===== src/hdl/tcl_pkg.sv =====
// Shared types and constants for the tile cache LRU block.
package tcl_pkg;

  // Width of the result slot field.
  localparam int SLOT_W = 4;

  // Request modes.
  localparam logic [1:0] MODE_ENSURE = 2'd0;
  localparam logic [1:0] MODE_FILL   = 2'd1;
  localparam logic [1:0] MODE_DRAW   = 2'd2;

  // Commands from the controller to the datapath.
  typedef struct packed {
    logic capture;     // latch the incoming request
    logic look;        // register the tag compare vector
    logic decide;      // form the result and settle the hit/free indexes
    logic scan_start;  // begin the oldest-stamp scan
    logic alloc_free;  // claim the first unused slot
    logic alloc_best;  // claim the slot found by the scan
    logic touch;       // restamp the matched slot
    logic fill;        // record a fill outcome
    logic out_load;    // move the result into the output register
  } cmd_t;

  // Status from the datapath to the controller.
  typedef struct packed {
    logic [1:0] mode;
    logic       hit;
    logic       present;
    logic       any_free;
    logic       scan_done;
  } stat_t;

endpackage


===== src/hdl/tcl_datapath.sv =====
// Tag store, stamp memory, oldest-stamp scan and result registers.
module tcl_datapath #(
  parameter int SLOT_COUNT = 16
) (
  input  logic                     clk,
  input  logic                     rst,
  input  tcl_pkg::cmd_t            cmd,
  output tcl_pkg::stat_t           stat,
  input  logic [1:0]               mode,
  input  logic [4:0]               zoom,
  input  logic [29:0]              tile_x,
  input  logic [29:0]              tile_y,
  input  logic [3:0]               fill_slot,
  input  logic                     fill_ok,
  output logic                     hit,
  output logic [tcl_pkg::SLOT_W-1:0] slot,
  output logic                     need_fill,
  output logic                     drawable
);

  localparam int IDX_W = (SLOT_COUNT > 1) ? $clog2(SLOT_COUNT) : 1;
  localparam logic [IDX_W-1:0] LAST_IDX = IDX_W'(SLOT_COUNT - 1);

  // Captured request.
  logic [1:0]  req_mode;
  logic [4:0]  req_zoom;
  logic [29:0] req_x;
  logic [29:0] req_y;
  logic [3:0]  req_fslot;
  logic        req_ok;

  // Tag store.
  logic [SLOT_COUNT-1:0] used;
  logic [SLOT_COUNT-1:0] present;
  logic [4:0]            entry_zoom [SLOT_COUNT];
  logic [29:0]           entry_col  [SLOT_COUNT];
  logic [29:0]           entry_row  [SLOT_COUNT];
  logic [SLOT_COUNT-1:0] match_vec;

  // Stamp memory and counter.
  logic [31:0] stamp_mem [SLOT_COUNT];
  logic [31:0] stamp_counter;
  logic [31:0] stamp_next;

  // Scan state.
  logic             scan_on;
  logic [IDX_W-1:0] scan_idx;
  logic             rd_vld;
  logic [IDX_W-1:0] rd_idx;
  logic [31:0]      rd_data;
  logic [31:0]      best_stamp;
  logic [IDX_W-1:0] best_idx;

  // Pending result.
  logic                       res_hit;
  logic [tcl_pkg::SLOT_W-1:0] res_slot;
  logic                       res_need;
  logic                       res_draw;

  logic [SLOT_COUNT-1:0] match_now;
  logic [IDX_W-1:0]      hit_idx;
  logic [IDX_W-1:0]      free_idx;
  logic                  any_hit;
  logic                  any_free;
  logic                  hit_present;
  logic [IDX_W-1:0]      victim_idx;
  logic [IDX_W-1:0]      touch_idx;
  logic [IDX_W-1:0]      fill_idx;
  logic                  fill_en;

  always_comb begin
    for (int i = 0; i < SLOT_COUNT; i++) begin
      match_now[i] = used[i] && (entry_zoom[i] == req_zoom) &&
                     (entry_col[i] == req_x) && (entry_row[i] == req_y);
    end
  end

  // Priority encoders, lowest index wins.
  always_comb begin
    hit_idx  = '0;
    free_idx = '0;
    for (int i = SLOT_COUNT - 1; i >= 0; i--) begin
      if (match_vec[i]) begin
        hit_idx = IDX_W'(i);
      end
      if (!used[i]) begin
        free_idx = IDX_W'(i);
      end
    end
  end

  assign any_hit     = |match_vec;
  assign any_free    = ~&used;
  assign hit_present = |(match_vec & present);
  assign stamp_next  = stamp_counter + 32'd1;
  assign victim_idx  = cmd.alloc_best ? best_idx : free_idx;
  assign touch_idx   = cmd.touch ? hit_idx : victim_idx;
  assign fill_idx    = IDX_W'(req_fslot);
  assign fill_en     = (32'(req_fslot) < 32'(SLOT_COUNT)) && used[fill_idx];

  assign stat.mode      = req_mode;
  assign stat.hit       = any_hit;
  assign stat.present   = hit_present;
  assign stat.any_free  = any_free;
  assign stat.scan_done = rd_vld && (rd_idx == LAST_IDX);

  // Request capture, compare and result formation.
  always_ff @(posedge clk) begin
    if (cmd.capture) begin
      req_mode  <= mode;
      req_zoom  <= zoom;
      req_x     <= tile_x;
      req_y     <= tile_y;
      req_fslot <= fill_slot;
      req_ok    <= fill_ok;
    end
    if (cmd.look) begin
      match_vec <= match_now;
    end
    if (cmd.decide) begin
      res_hit  <= ((req_mode == tcl_pkg::MODE_ENSURE) || (req_mode == tcl_pkg::MODE_DRAW)) &&
                  any_hit;
      res_need <= (req_mode == tcl_pkg::MODE_ENSURE) && !any_hit;
      res_draw <= (req_mode == tcl_pkg::MODE_DRAW) && any_hit && hit_present;
      unique case (req_mode)
        tcl_pkg::MODE_ENSURE: begin
          res_slot <= any_hit ? tcl_pkg::SLOT_W'(hit_idx) : tcl_pkg::SLOT_W'(free_idx);
        end
        tcl_pkg::MODE_FILL: begin
          res_slot <= req_fslot;
        end
        tcl_pkg::MODE_DRAW: begin
          res_slot <= any_hit ? tcl_pkg::SLOT_W'(hit_idx) : '0;
        end
        default: begin
          res_slot <= '0;
        end
      endcase
    end else if (cmd.alloc_best) begin
      res_slot <= tcl_pkg::SLOT_W'(best_idx);
    end
    if (cmd.out_load) begin
      hit       <= res_hit;
      slot      <= res_slot;
      need_fill <= res_need;
      drawable  <= res_draw;
    end
  end

  // Tag payload: write the claimed slot.
  always_ff @(posedge clk) begin
    if (cmd.alloc_free || cmd.alloc_best) begin
      entry_zoom[victim_idx] <= req_zoom;
      entry_col[victim_idx]  <= req_x;
      entry_row[victim_idx]  <= req_y;
    end
  end

  // Valid and present marks, stamp counter.
  always_ff @(posedge clk) begin
    if (rst) begin
      used          <= '0;
      present       <= '0;
      stamp_counter <= '0;
    end else begin
      if (cmd.alloc_free || cmd.alloc_best) begin
        used[victim_idx]    <= 1'b1;
        present[victim_idx] <= 1'b0;
        stamp_counter       <= stamp_next;
      end else if (cmd.touch) begin
        stamp_counter <= stamp_next;
      end else if (cmd.fill && fill_en) begin
        present[fill_idx] <= req_ok;
      end
    end
  end

  // Stamp memory: one write port, one registered read port for the scan.
  always_ff @(posedge clk) begin
    if (cmd.alloc_free || cmd.alloc_best || cmd.touch) begin
      stamp_mem[touch_idx] <= stamp_next;
    end
    rd_data <= stamp_mem[scan_idx];
  end

  // Oldest-stamp scan, ascending so ties keep the lowest index.
  always_ff @(posedge clk) begin
    if (rst) begin
      scan_on  <= 1'b0;
      scan_idx <= '0;
      rd_vld   <= 1'b0;
    end else begin
      rd_vld <= scan_on;
      rd_idx <= scan_idx;
      if (cmd.scan_start) begin
        scan_on  <= 1'b1;
        scan_idx <= '0;
      end else if (scan_on) begin
        if (scan_idx == LAST_IDX) begin
          scan_on <= 1'b0;
        end else begin
          scan_idx <= scan_idx + 1'b1;
        end
      end
      if (rd_vld && ((rd_idx == '0) || (rd_data < best_stamp))) begin
        best_stamp <= rd_data;
        best_idx   <= rd_idx;
      end
    end
  end

endmodule


===== src/hdl/tcl_ctrl.sv =====
// Sequencing state machine for the tile cache LRU block.
module tcl_ctrl (
  input  logic           clk,
  input  logic           rst,
  input  logic           in_valid,
  output logic           in_stall,
  output logic           out_valid,
  input  logic           out_stall,
  input  tcl_pkg::stat_t stat,
  output tcl_pkg::cmd_t  cmd
);

  typedef enum logic [2:0] {
    S_IDLE,
    S_LOOK,
    S_DECIDE,
    S_SCAN,
    S_ALLOC,
    S_RESP
  } state_t;

  state_t state;
  state_t state_next;

  assign in_stall = (state != S_IDLE);

  always_comb begin
    cmd        = '0;
    state_next = state;
    unique case (state)
      S_IDLE: begin
        if (in_valid) begin
          cmd.capture = 1'b1;
          state_next  = S_LOOK;
        end
      end
      S_LOOK: begin
        cmd.look   = 1'b1;
        state_next = S_DECIDE;
      end
      S_DECIDE: begin
        cmd.decide = 1'b1;
        state_next = S_RESP;
        unique case (stat.mode)
          tcl_pkg::MODE_ENSURE: begin
            if (!stat.hit) begin
              if (stat.any_free) begin
                cmd.alloc_free = 1'b1;
              end else begin
                cmd.scan_start = 1'b1;
                state_next     = S_SCAN;
              end
            end
          end
          tcl_pkg::MODE_FILL: begin
            cmd.fill = 1'b1;
          end
          tcl_pkg::MODE_DRAW: begin
            cmd.touch = stat.hit && stat.present;
          end
          default: begin
          end
        endcase
      end
      S_SCAN: begin
        if (stat.scan_done) begin
          state_next = S_ALLOC;
        end
      end
      S_ALLOC: begin
        cmd.alloc_best = 1'b1;
        state_next     = S_RESP;
      end
      S_RESP: begin
        if (!out_valid || !out_stall) begin
          cmd.out_load = 1'b1;
          state_next   = S_IDLE;
        end
      end
      default: begin
        state_next = S_IDLE;
      end
    endcase
  end

  always_ff @(posedge clk) begin
    if (rst) begin
      state     <= S_IDLE;
      out_valid <= 1'b0;
    end else begin
      state <= state_next;
      if (cmd.out_load) begin
        out_valid <= 1'b1;
      end else if (!out_stall) begin
        out_valid <= 1'b0;
      end
    end
  end

endmodule


===== src/hdl/tile_cache_lru_top.sv =====
// Top level of the tile cache LRU block: controller, datapath and checks.
//
//  channel | valid     | stall     | payload
//  --------+-----------+-----------+------------------------------------------------
//  request | in_valid  | in_stall  | mode, zoom, tile_x, tile_y, fill_slot, fill_ok
//  result  | out_valid | out_stall | hit, slot, need_fill, drawable
//
// One transaction in gives exactly one transaction out. A lookup hit, fill report,
// draw or ensure miss with a free slot passes from acceptance to the result register
// through these steps: accept, tag compare, decide and write-back, hand off to the output.
// An ensure miss with every slot used adds a walk of the stamp memory through its
// single read port, one slot a cycle, before the allocation.
// Reset (rst, synchronous) clears the used and present marks and the stamp counter
// at once; the block is then idle and ready to take a request.
// A stalled result sits in the output register while the next request is accepted
// and worked on; that request then holds in the hand-off step until the result is taken.
module tile_cache_lru_top #(
  parameter int SLOT_COUNT = 16
) (
  input  logic                       clk,
  input  logic                       rst,
  input  logic                       in_valid,
  output logic                       in_stall,
  input  logic [1:0]                 mode,
  input  logic [4:0]                 zoom,
  input  logic [29:0]                tile_x,
  input  logic [29:0]                tile_y,
  input  logic [3:0]                 fill_slot,
  input  logic                       fill_ok,
  output logic                       out_valid,
  input  logic                       out_stall,
  output logic                       hit,
  output logic [tcl_pkg::SLOT_W-1:0] slot,
  output logic                       need_fill,
  output logic                       drawable
);

  // Command and status between the sequencer and the tag store.
  tcl_pkg::cmd_t  cmd;
  tcl_pkg::stat_t stat;

  // Sequence each request: compare, decide, optional scan, allocate, hand off.
  tcl_ctrl u_ctrl (
    .clk       (clk),
    .rst       (rst),
    .in_valid  (in_valid),
    .in_stall  (in_stall),
    .out_valid (out_valid),
    .out_stall (out_stall),
    .stat      (stat),
    .cmd       (cmd)
  );

  // Hold tags, marks, stamps and the result register.
  tcl_datapath #(
    .SLOT_COUNT (SLOT_COUNT)
  ) u_datapath (
    .clk       (clk),
    .rst       (rst),
    .cmd       (cmd),
    .stat      (stat),
    .mode      (mode),
    .zoom      (zoom),
    .tile_x    (tile_x),
    .tile_y    (tile_y),
    .fill_slot (fill_slot),
    .fill_ok   (fill_ok),
    .hit       (hit),
    .slot      (slot),
    .need_fill (need_fill),
    .drawable  (drawable)
  );

`ifndef SYNTHESIS
  // A claimed slot is never also reported as a hit.
  a_fill_not_hit: assert property (@(posedge clk) disable iff (rst)
    out_valid |-> !(hit && need_fill))
    else $error("result reports both hit and need_fill");

  // Drawable only for a matched entry.
  a_draw_needs_hit: assert property (@(posedge clk) disable iff (rst)
    (out_valid && drawable) |-> hit)
    else $error("drawable without hit");

  // One request at a time: after acceptance the input side stalls.
  a_stall_after_accept: assert property (@(posedge clk) disable iff (rst)
    (in_valid && !in_stall) |=> in_stall)
    else $error("request accepted while another is in flight");

  // A result can only appear after the request was worked on.
  a_result_after_work: assert property (@(posedge clk) disable iff (rst)
    $rose(out_valid) |-> $past(in_stall))
    else $error("result raised without a request in flight");
`endif

endmodule

===== config.mk =====
export PLATFORM = sky130hd
export DESIGN_NAME = tile_cache_lru_top
export DESIGN_NICKNAME = d
export VERILOG_FILES = /design/src/hdl/tcl_pkg.sv /design/src/hdl/tcl_datapath.sv /design/src/hdl/tcl_ctrl.sv /design/src/hdl/tile_cache_lru_top.sv
export SDC_FILE = /design/constraint.sdc
export NUM_CORES = 2
export LEC_CHECK = 0
export BUFFER_PORTS_ARGS = -buffer_cell sky130_fd_sc_hd__buf_4
export CORE_AREA = 2 2 406 408
export CTS_CLUSTER_DIAMETER = 100
export DETAILED_ROUTE_END_ITERATION = 6
export DIE_AREA = 0 0 408 410
export PLACE_DENSITY = 0.57
export SYNTH_ARGS = -nofsm -noshare
export SYNTH_HDL_FRONTEND = slang
export SYNTH_HIERARCHICAL = 1
export SYNTH_SLANG_ARGS = --single-unit
export TNS_END_PERCENT = 20

===== constraint.sdc =====
create_clock -name clk -period 17.9 [get_ports clk]
set_input_delay 3.58 -clock clk [delete_from_list [all_inputs] [get_ports clk]]
set_output_delay 3.58 -clock clk [all_outputs]
set_load 0.05 [all_outputs]

# Yosys cells after proc, flatten, opt, wreduce, memory -nomap -nowiden
# Memories as Yosys holds them, arrays and structs flattened. A register that Yosys moved wholly into a read port is not among the register bits.
# Cells that the tools add are included.
[word_totals] register_bits=216 mem_count=4 ramBits=1552 in_bits=76 wordCells=267
[op_classes] n_mux=81 n_eq_ne=62 addsub=2 n_reduce_logical=81 bitwise=6 magnitude_cmp=5
[memory_table] name="u_datapath.stamp_mem" words=16 width=32 rd=1 rd_clocked_by_memory_dff=1 write_ports=1 line_no="tcl_datapath.sv:41" text="logic [31:0] stamp_mem [SLOT_COUNT];"
[memory_table] name="u_datapath.entry_col" words=16 width=30 rd=16 rd_clocked_by_memory_dff=0 write_ports=1 line_no="tcl_datapath.sv:36" text="logic [29:0] entry_col [SLOT_COUNT];"
[memory_table] name="u_datapath.entry_row" words=16 width=30 rd=16 rd_clocked_by_memory_dff=0 write_ports=1 line_no="tcl_datapath.sv:37" text="logic [29:0] entry_row [SLOT_COUNT];"
[memory_table] name="u_datapath.entry_zoom" words=16 width=5 rd=16 rd_clocked_by_memory_dff=0 write_ports=1 line_no="tcl_datapath.sv:35" text="logic [4:0] entry_zoom [SLOT_COUNT];"
[ops] op="equality test 30 bit" count=32
[ops] op="two-way mux 4 bit" count=38
[ops] op="equality test 5 bit" count=16
[ops] op="two-way mux 32 bit" count=2
[ops] op="logical AND 1 bit" count=58
[ops] op="two-way mux 16 bit" count=3
[ops] op="adder 32 x 1 -> 32 bit, second input constant" count=1
[ops] op="AND 16 bit" count=2
[ops] op="less-than comparator 32 bit" count=1
[ops] op="OR reduction 16 bit" count=2
[ops] op="two-way mux 1 bit" count=22
[ops] op="two-way mux 3 bit" count=7
[ops] op="case mux 3 bit (6 select lines)" count=1
[ops] op="bitwise mux 16 bit" count=1
[ops] op="NOT 16 bit" count=1
[ops] op="OR 16 bit" count=1
[ops] op="AND reduction 16 bit" count=1
[ops] op="case mux 4 bit (3 select lines)" count=1
[ops] op="less-than comparator 4 x 5 -> 1 bit, second input constant" count=2
[ops] op="demux 1 bit (select 4 bit)" count=2
[ops] op="equality test 4 bit, second input constant" count=2
[ops] op="greater-or-equal comparator 4 x 1 -> 1 bit, second input constant" count=2
[ops] op="equality test 3 x 2 -> 1 bit, second input constant" count=2
[ops] op="equality test 3 bit, second input constant" count=2
[ops] op="19 further kinds" count=35

# Depth between registers and ports, before layout
[depth] depth_word=24 depth_mapped=14

# Hierarchy
# Netlist, hierarchy kept.
[modules_own_cells] module="tcl_datapath" cells_each=4291 n_inst=1 seq_area_each_um2=52910.7 area_each_um2=72614.6
[modules_own_cells] module="tcl_ctrl" cells_each=44 n_inst=1 seq_area_each_um2=80.1 area_each_um2=334.1

# Worst setup path after synthesis
# OpenSTA, ideal clock, no wires.
[synth_path] path_kind="input -> register" start="in in_valid" end="reg u_datapath.req_fslot[0] (netlist: u_datapath/fill_idx[0]), enable pin" required_ps=17397 arrival_ps=6602 cell_stages=2 slack_ps=10795 setup_ps=503 cell_sequence="inv_1 -> nor2_1"
[synth_rtl] element="start: declaration" line_no="tile_cache_lru_top.sv:22" text="input logic in_valid,"
[synth_rtl] element="end signal: assignment" line_no="tcl_datapath.sv:114" text="req_fslot <= fill_slot;"
[synth_rtl] element="end: declaration" line_no="tcl_datapath.sv:29" text="logic [3:0] req_fslot;"

# Final worst setup path
[layout_path] start="reg u_ctrl.state[1]" end="out in_stall"
[layout_between] elab_chain_cells=1
[layout_rtl] element="start: declaration" line_no="tcl_ctrl.sv:22" text="state_t state;"
[layout_rtl] element="start signal: assignment" line_no="tcl_ctrl.sv:91" text="state <= state_next;"
[layout_rtl] element="nonzero test 3 bit" line_no="tcl_ctrl.sv:25" text="assign in_stall = (state != S_IDLE);"
[layout_rtl] element="end: declaration" line_no="tile_cache_lru_top.sv:23" text="output logic in_stall,"
# No other way between the ends.

==> impl_metrics.py <==
metrics = {
    "route": {
        "via_per_inst": 5.89,
        "vias": 40959,
        "firstDrtPassIters": 7,
        "wire_per_inst_um": 30.3,
        "drt_iter0_markers": 5110,
        "ant_nets": 0,
        "drc": 4,
        "wirelength_um": 211000,
    },
    "synthesis": {
        "synth_top_area_share_pct": 69.7,
        "synth_cells": 4335,
        "synth_ff_type": "edfxtp_1",
        "yosys.cell_count.top_type": "edfxtp_1",
        "yosysWarnings": 6,
        "synth-compound-area-share_pct": 4.77,
        "synth_top_family_by_area": "XOR/XNOR gates",
        "syn_area_per_cell_um2": 16.8,
        "synth_adder_area_share_pct": 0.566,
        "synth_cell_types": 83,
        "yosys-top-cells-count": "1694 x edfxtp_1, 424 x xor2_1, 379 x xnor2_1",
        "yosysTopAreaCell": "edfxtp_1",
        "yosys-mux-area-fraction_pct": 5.16,
        "synth_nets": 4444,
        "yosys.area_share.simple_pct": 5.14,
        "async_flop_share_pct": 0,
        "yosysSeqAreaShare_pct": 72.6,
        "syn_area_um2": 72900,
        "synth-seq-cells": 1800,
        "synth_xor_area_share_pct": 9.64,
        "synth_edf_count": 1694,
        "synth_area_leaders": "edfxtp_1 70%, xor2_1 5.1%, mux4_2 5.0%",
    },
    "floorplan": {
        "rows": 149,
        "initial_core_util_pct": 44.6,
        "pin_count": 85,
        "core_area_um2": 163000,
        "die_y_um": 410,
        "dieArea_um2": 167000,
        "die_x_um": 408,
    },
    "timing": {
        "finalCriticalPeriod_ns": 5.53,
        "worstMarginPinSlew_ns": 1.35,
        "timing.final.ws_setup_ns": 12.37,
        "grt_setup_unrepaired": "false",
        "finalCritPeriodShare_pct": 30.9,
        "fin_skew_ns": 0.0449,
        "drv_slew": 0,
        "hold_ws_ns": 0.440,
        "relSlewSlack_pct": 9.97,
        "hold_viol": 0,
        "setup_violations": 0,
        "max_freq_ghz": 0.181,
        "finalSetupTns_ns": 0,
    },
    "power": {
        "combPwrFrac_pct": 9.7,
        "p_leak_nw": 26.9,
        "peakVddDrop_mv": 0.106,
        "power_density_nw_per_um2": 114,
        "pwr-share-clk_pct": 39.9,
        "swShare_pct": 24.9,
        "power.net_switching_mw": 2.35,
        "p_int_mw": 7.11,
        "power_frac_seq_pct": 50.3,
    },
    "clock_tree": {
        "cts_tree": "done",
        "holdBufCountCts": 0,
        "cts_setup_buffers": 0,
        "clk_pin_slew_ns": 0.06,
        "clk_latency_ns": 0.84,
        "root_buffer": "clkbuf_16",
        "post_cts_resized": 0,
        "htree_levels": 4,
        "clock-sinks": 1800,
        "numCtsBuffers": 188,
        "clockBufferDepth": 3,
    },
    "setup_path": {
        "ff2ff_setup_slack_ns": 12.54,
        "path_class": "reg2out",
        "worst-path-max-fanout": 10,
        "crit_path_end_kind": "output port",
        "worstPathCellList": "or3_2 -> buf_4",
        "critical_path_arrival_ns": 1.95,
        "slowest_stage": "or3_2",
        "start_kind": "flip-flop",
        "max_stage_delay_ns": 0.54,
        "cp_data_required_time_ns": 14.32,
        "reg2reg_depth": 13,
    },
    "job": {
        "drv_cap": 0,
    },
    "min_path": {
        "hold_path_depth": 0,
        "hp-class": "reg2reg",
    },
    "finish": {
        "fillCellCount": 13529,
        "drive_above_1_share_pct": 16.3,
        "area_growth_pct": 14.2,
        "final_nets": 4709,
        "utilization_pct": 51.0,
    },
    "global_route": {
        "grt_pass1_vias": 39704,
        "grt_pass1_wl_um": 297000,
        "grt_max_degree": 93,
        "overflow": 0,
        "antenna_found_initial": 21,
        "gr-usage-all-layers_pct": 25.0,
    },
    "placed_design": {
        "pre_cts_ws_ns": 12.22,
        "hpwl_um": 130000,
        "numPortBuffers": 84,
        "place_congestion": 0.968,
    },
    "outcome": {
        "violations": "design-rule violations",
        "status": "finished with violations",
    },
}
-- power groups by stage --
stage	Sequential [mW]	Combinational, mW	Clock [mW]
2_1_floorplan	4.88	0.426	0
6_report	4.76	0.921	3.78
3_3_place_gp	4.85	0.906	0
5_1_grt	4.77	0.954	4.01
3_5_place_dp	4.85	0.911	0
4_1_cts	4.76	0.913	3.85
-- cell usage in the layout, fill, tap and decap left out, drive strengths merged, types with 13 or more instances in the layout --
cell type and count:
a21oi 43, a221oi 79, a22o 19, a22oi 13, and3 13, buf 276, clkbuf 249, clkinv 82
dfxtp 106, edfxtp 1694, ha 33, inv 192, mux4 163, nand2 73, nand3 23, nand4 157
nor2 118, nor3 44, nor4 147, o21a 21, o21ai 33, o22ai 95, o2bb2ai 50, or3 13
or4 17, xnor2 379, xor2 424
-- cell type report --
cell class              instances  area (um^2)  area share (%)
flip-flops and latches       1800        53000            63.6
multi-input cells            2143        18700            22.5
clock buffers                 249         5160            6.19
well taps                    2189         2740            3.29
repair buffers                276         2160            2.59
clock inverters                97          795           0.954
inverters                     191          717           0.860
diodes                          6         15.0          0.0180
-- sequential cells by signal, indices dropped and copies added, names as in the netlist, 2 cells and up --
name / flops
u_datapath/best_stamp: 32
u_datapath/stamp_mem: 512
u_datapath/rd_idx: 4
u_datapath/entry_row: 480
u_datapath/req_zoom: 5
u_datapath/req_mode: 2
u_datapath/slot: 4
u_datapath/res_slot: 4
u_datapath/entry_col: 480
u_datapath/used: 16
u_datapath/best_idx: 4
u_datapath/scan_idx: 4
u_datapath/req_x: 30
u_ctrl/state: 3
u_datapath/match_vec: 16
u_datapath/stamp_counter: 32
u_datapath/req_y: 30
u_datapath/entry_zoom: 80
u_datapath/present: 16
u_datapath/fill_idx: 4
u_datapath/rd_data: 32
-- cells by family after synthesis --
family,count (synthesis)
AOI/OAI and AO/OA,464
buffers and inverters,392
xor gates and xnor gates,803
and+or+nand+nor,671
adders and majority gates,33
DFF,1800
muxes,172
-- final timing paths --
check / start / end
worst max-delay path: u_ctrl/state[1] / in_stall
worst min-delay path: u_datapath/rd_data[4] / u_datapath/best_stamp[4]
worst max register to register: u_datapath/match_vec[3] / u_datapath/stamp_mem[9][20]
worst min register to register: u_datapath/rd_data[4] / u_datapath/best_stamp[4]
-- critical path, delay by kind of cell, from the launching register on --
family,cells,cell delay (ns)
buffers and inverters,1,0.21
AND/OR/NAND/NOR,1,0.54
flip-flops,1,0.38
-- metrics by stage --
stage / cells / cell area (um^2) / power (mW)
after floorplan: 4335 / 72900 / 5.30
after global placement: 6598 / 77300 / 5.75
after detailed placement: 6598 / 77300 / 5.76
after CTS: 6944 / 83300 / 9.53
after global routing: 6946 / 83300 / 9.73
final: 6951 / 83300 / 9.46
-- layer usage --
metal  track usage (%)  vias to the layer above  part of all wire, %
met5                 0                        -               0.0062
met4              8.32                        2                  3.3
met3              3.78                      363                  7.8
met2              40.0                     1875                   47
met1              35.2                    21296                   42
li1                  -                    17423                    -
Power figures use the tool's default switching activity.
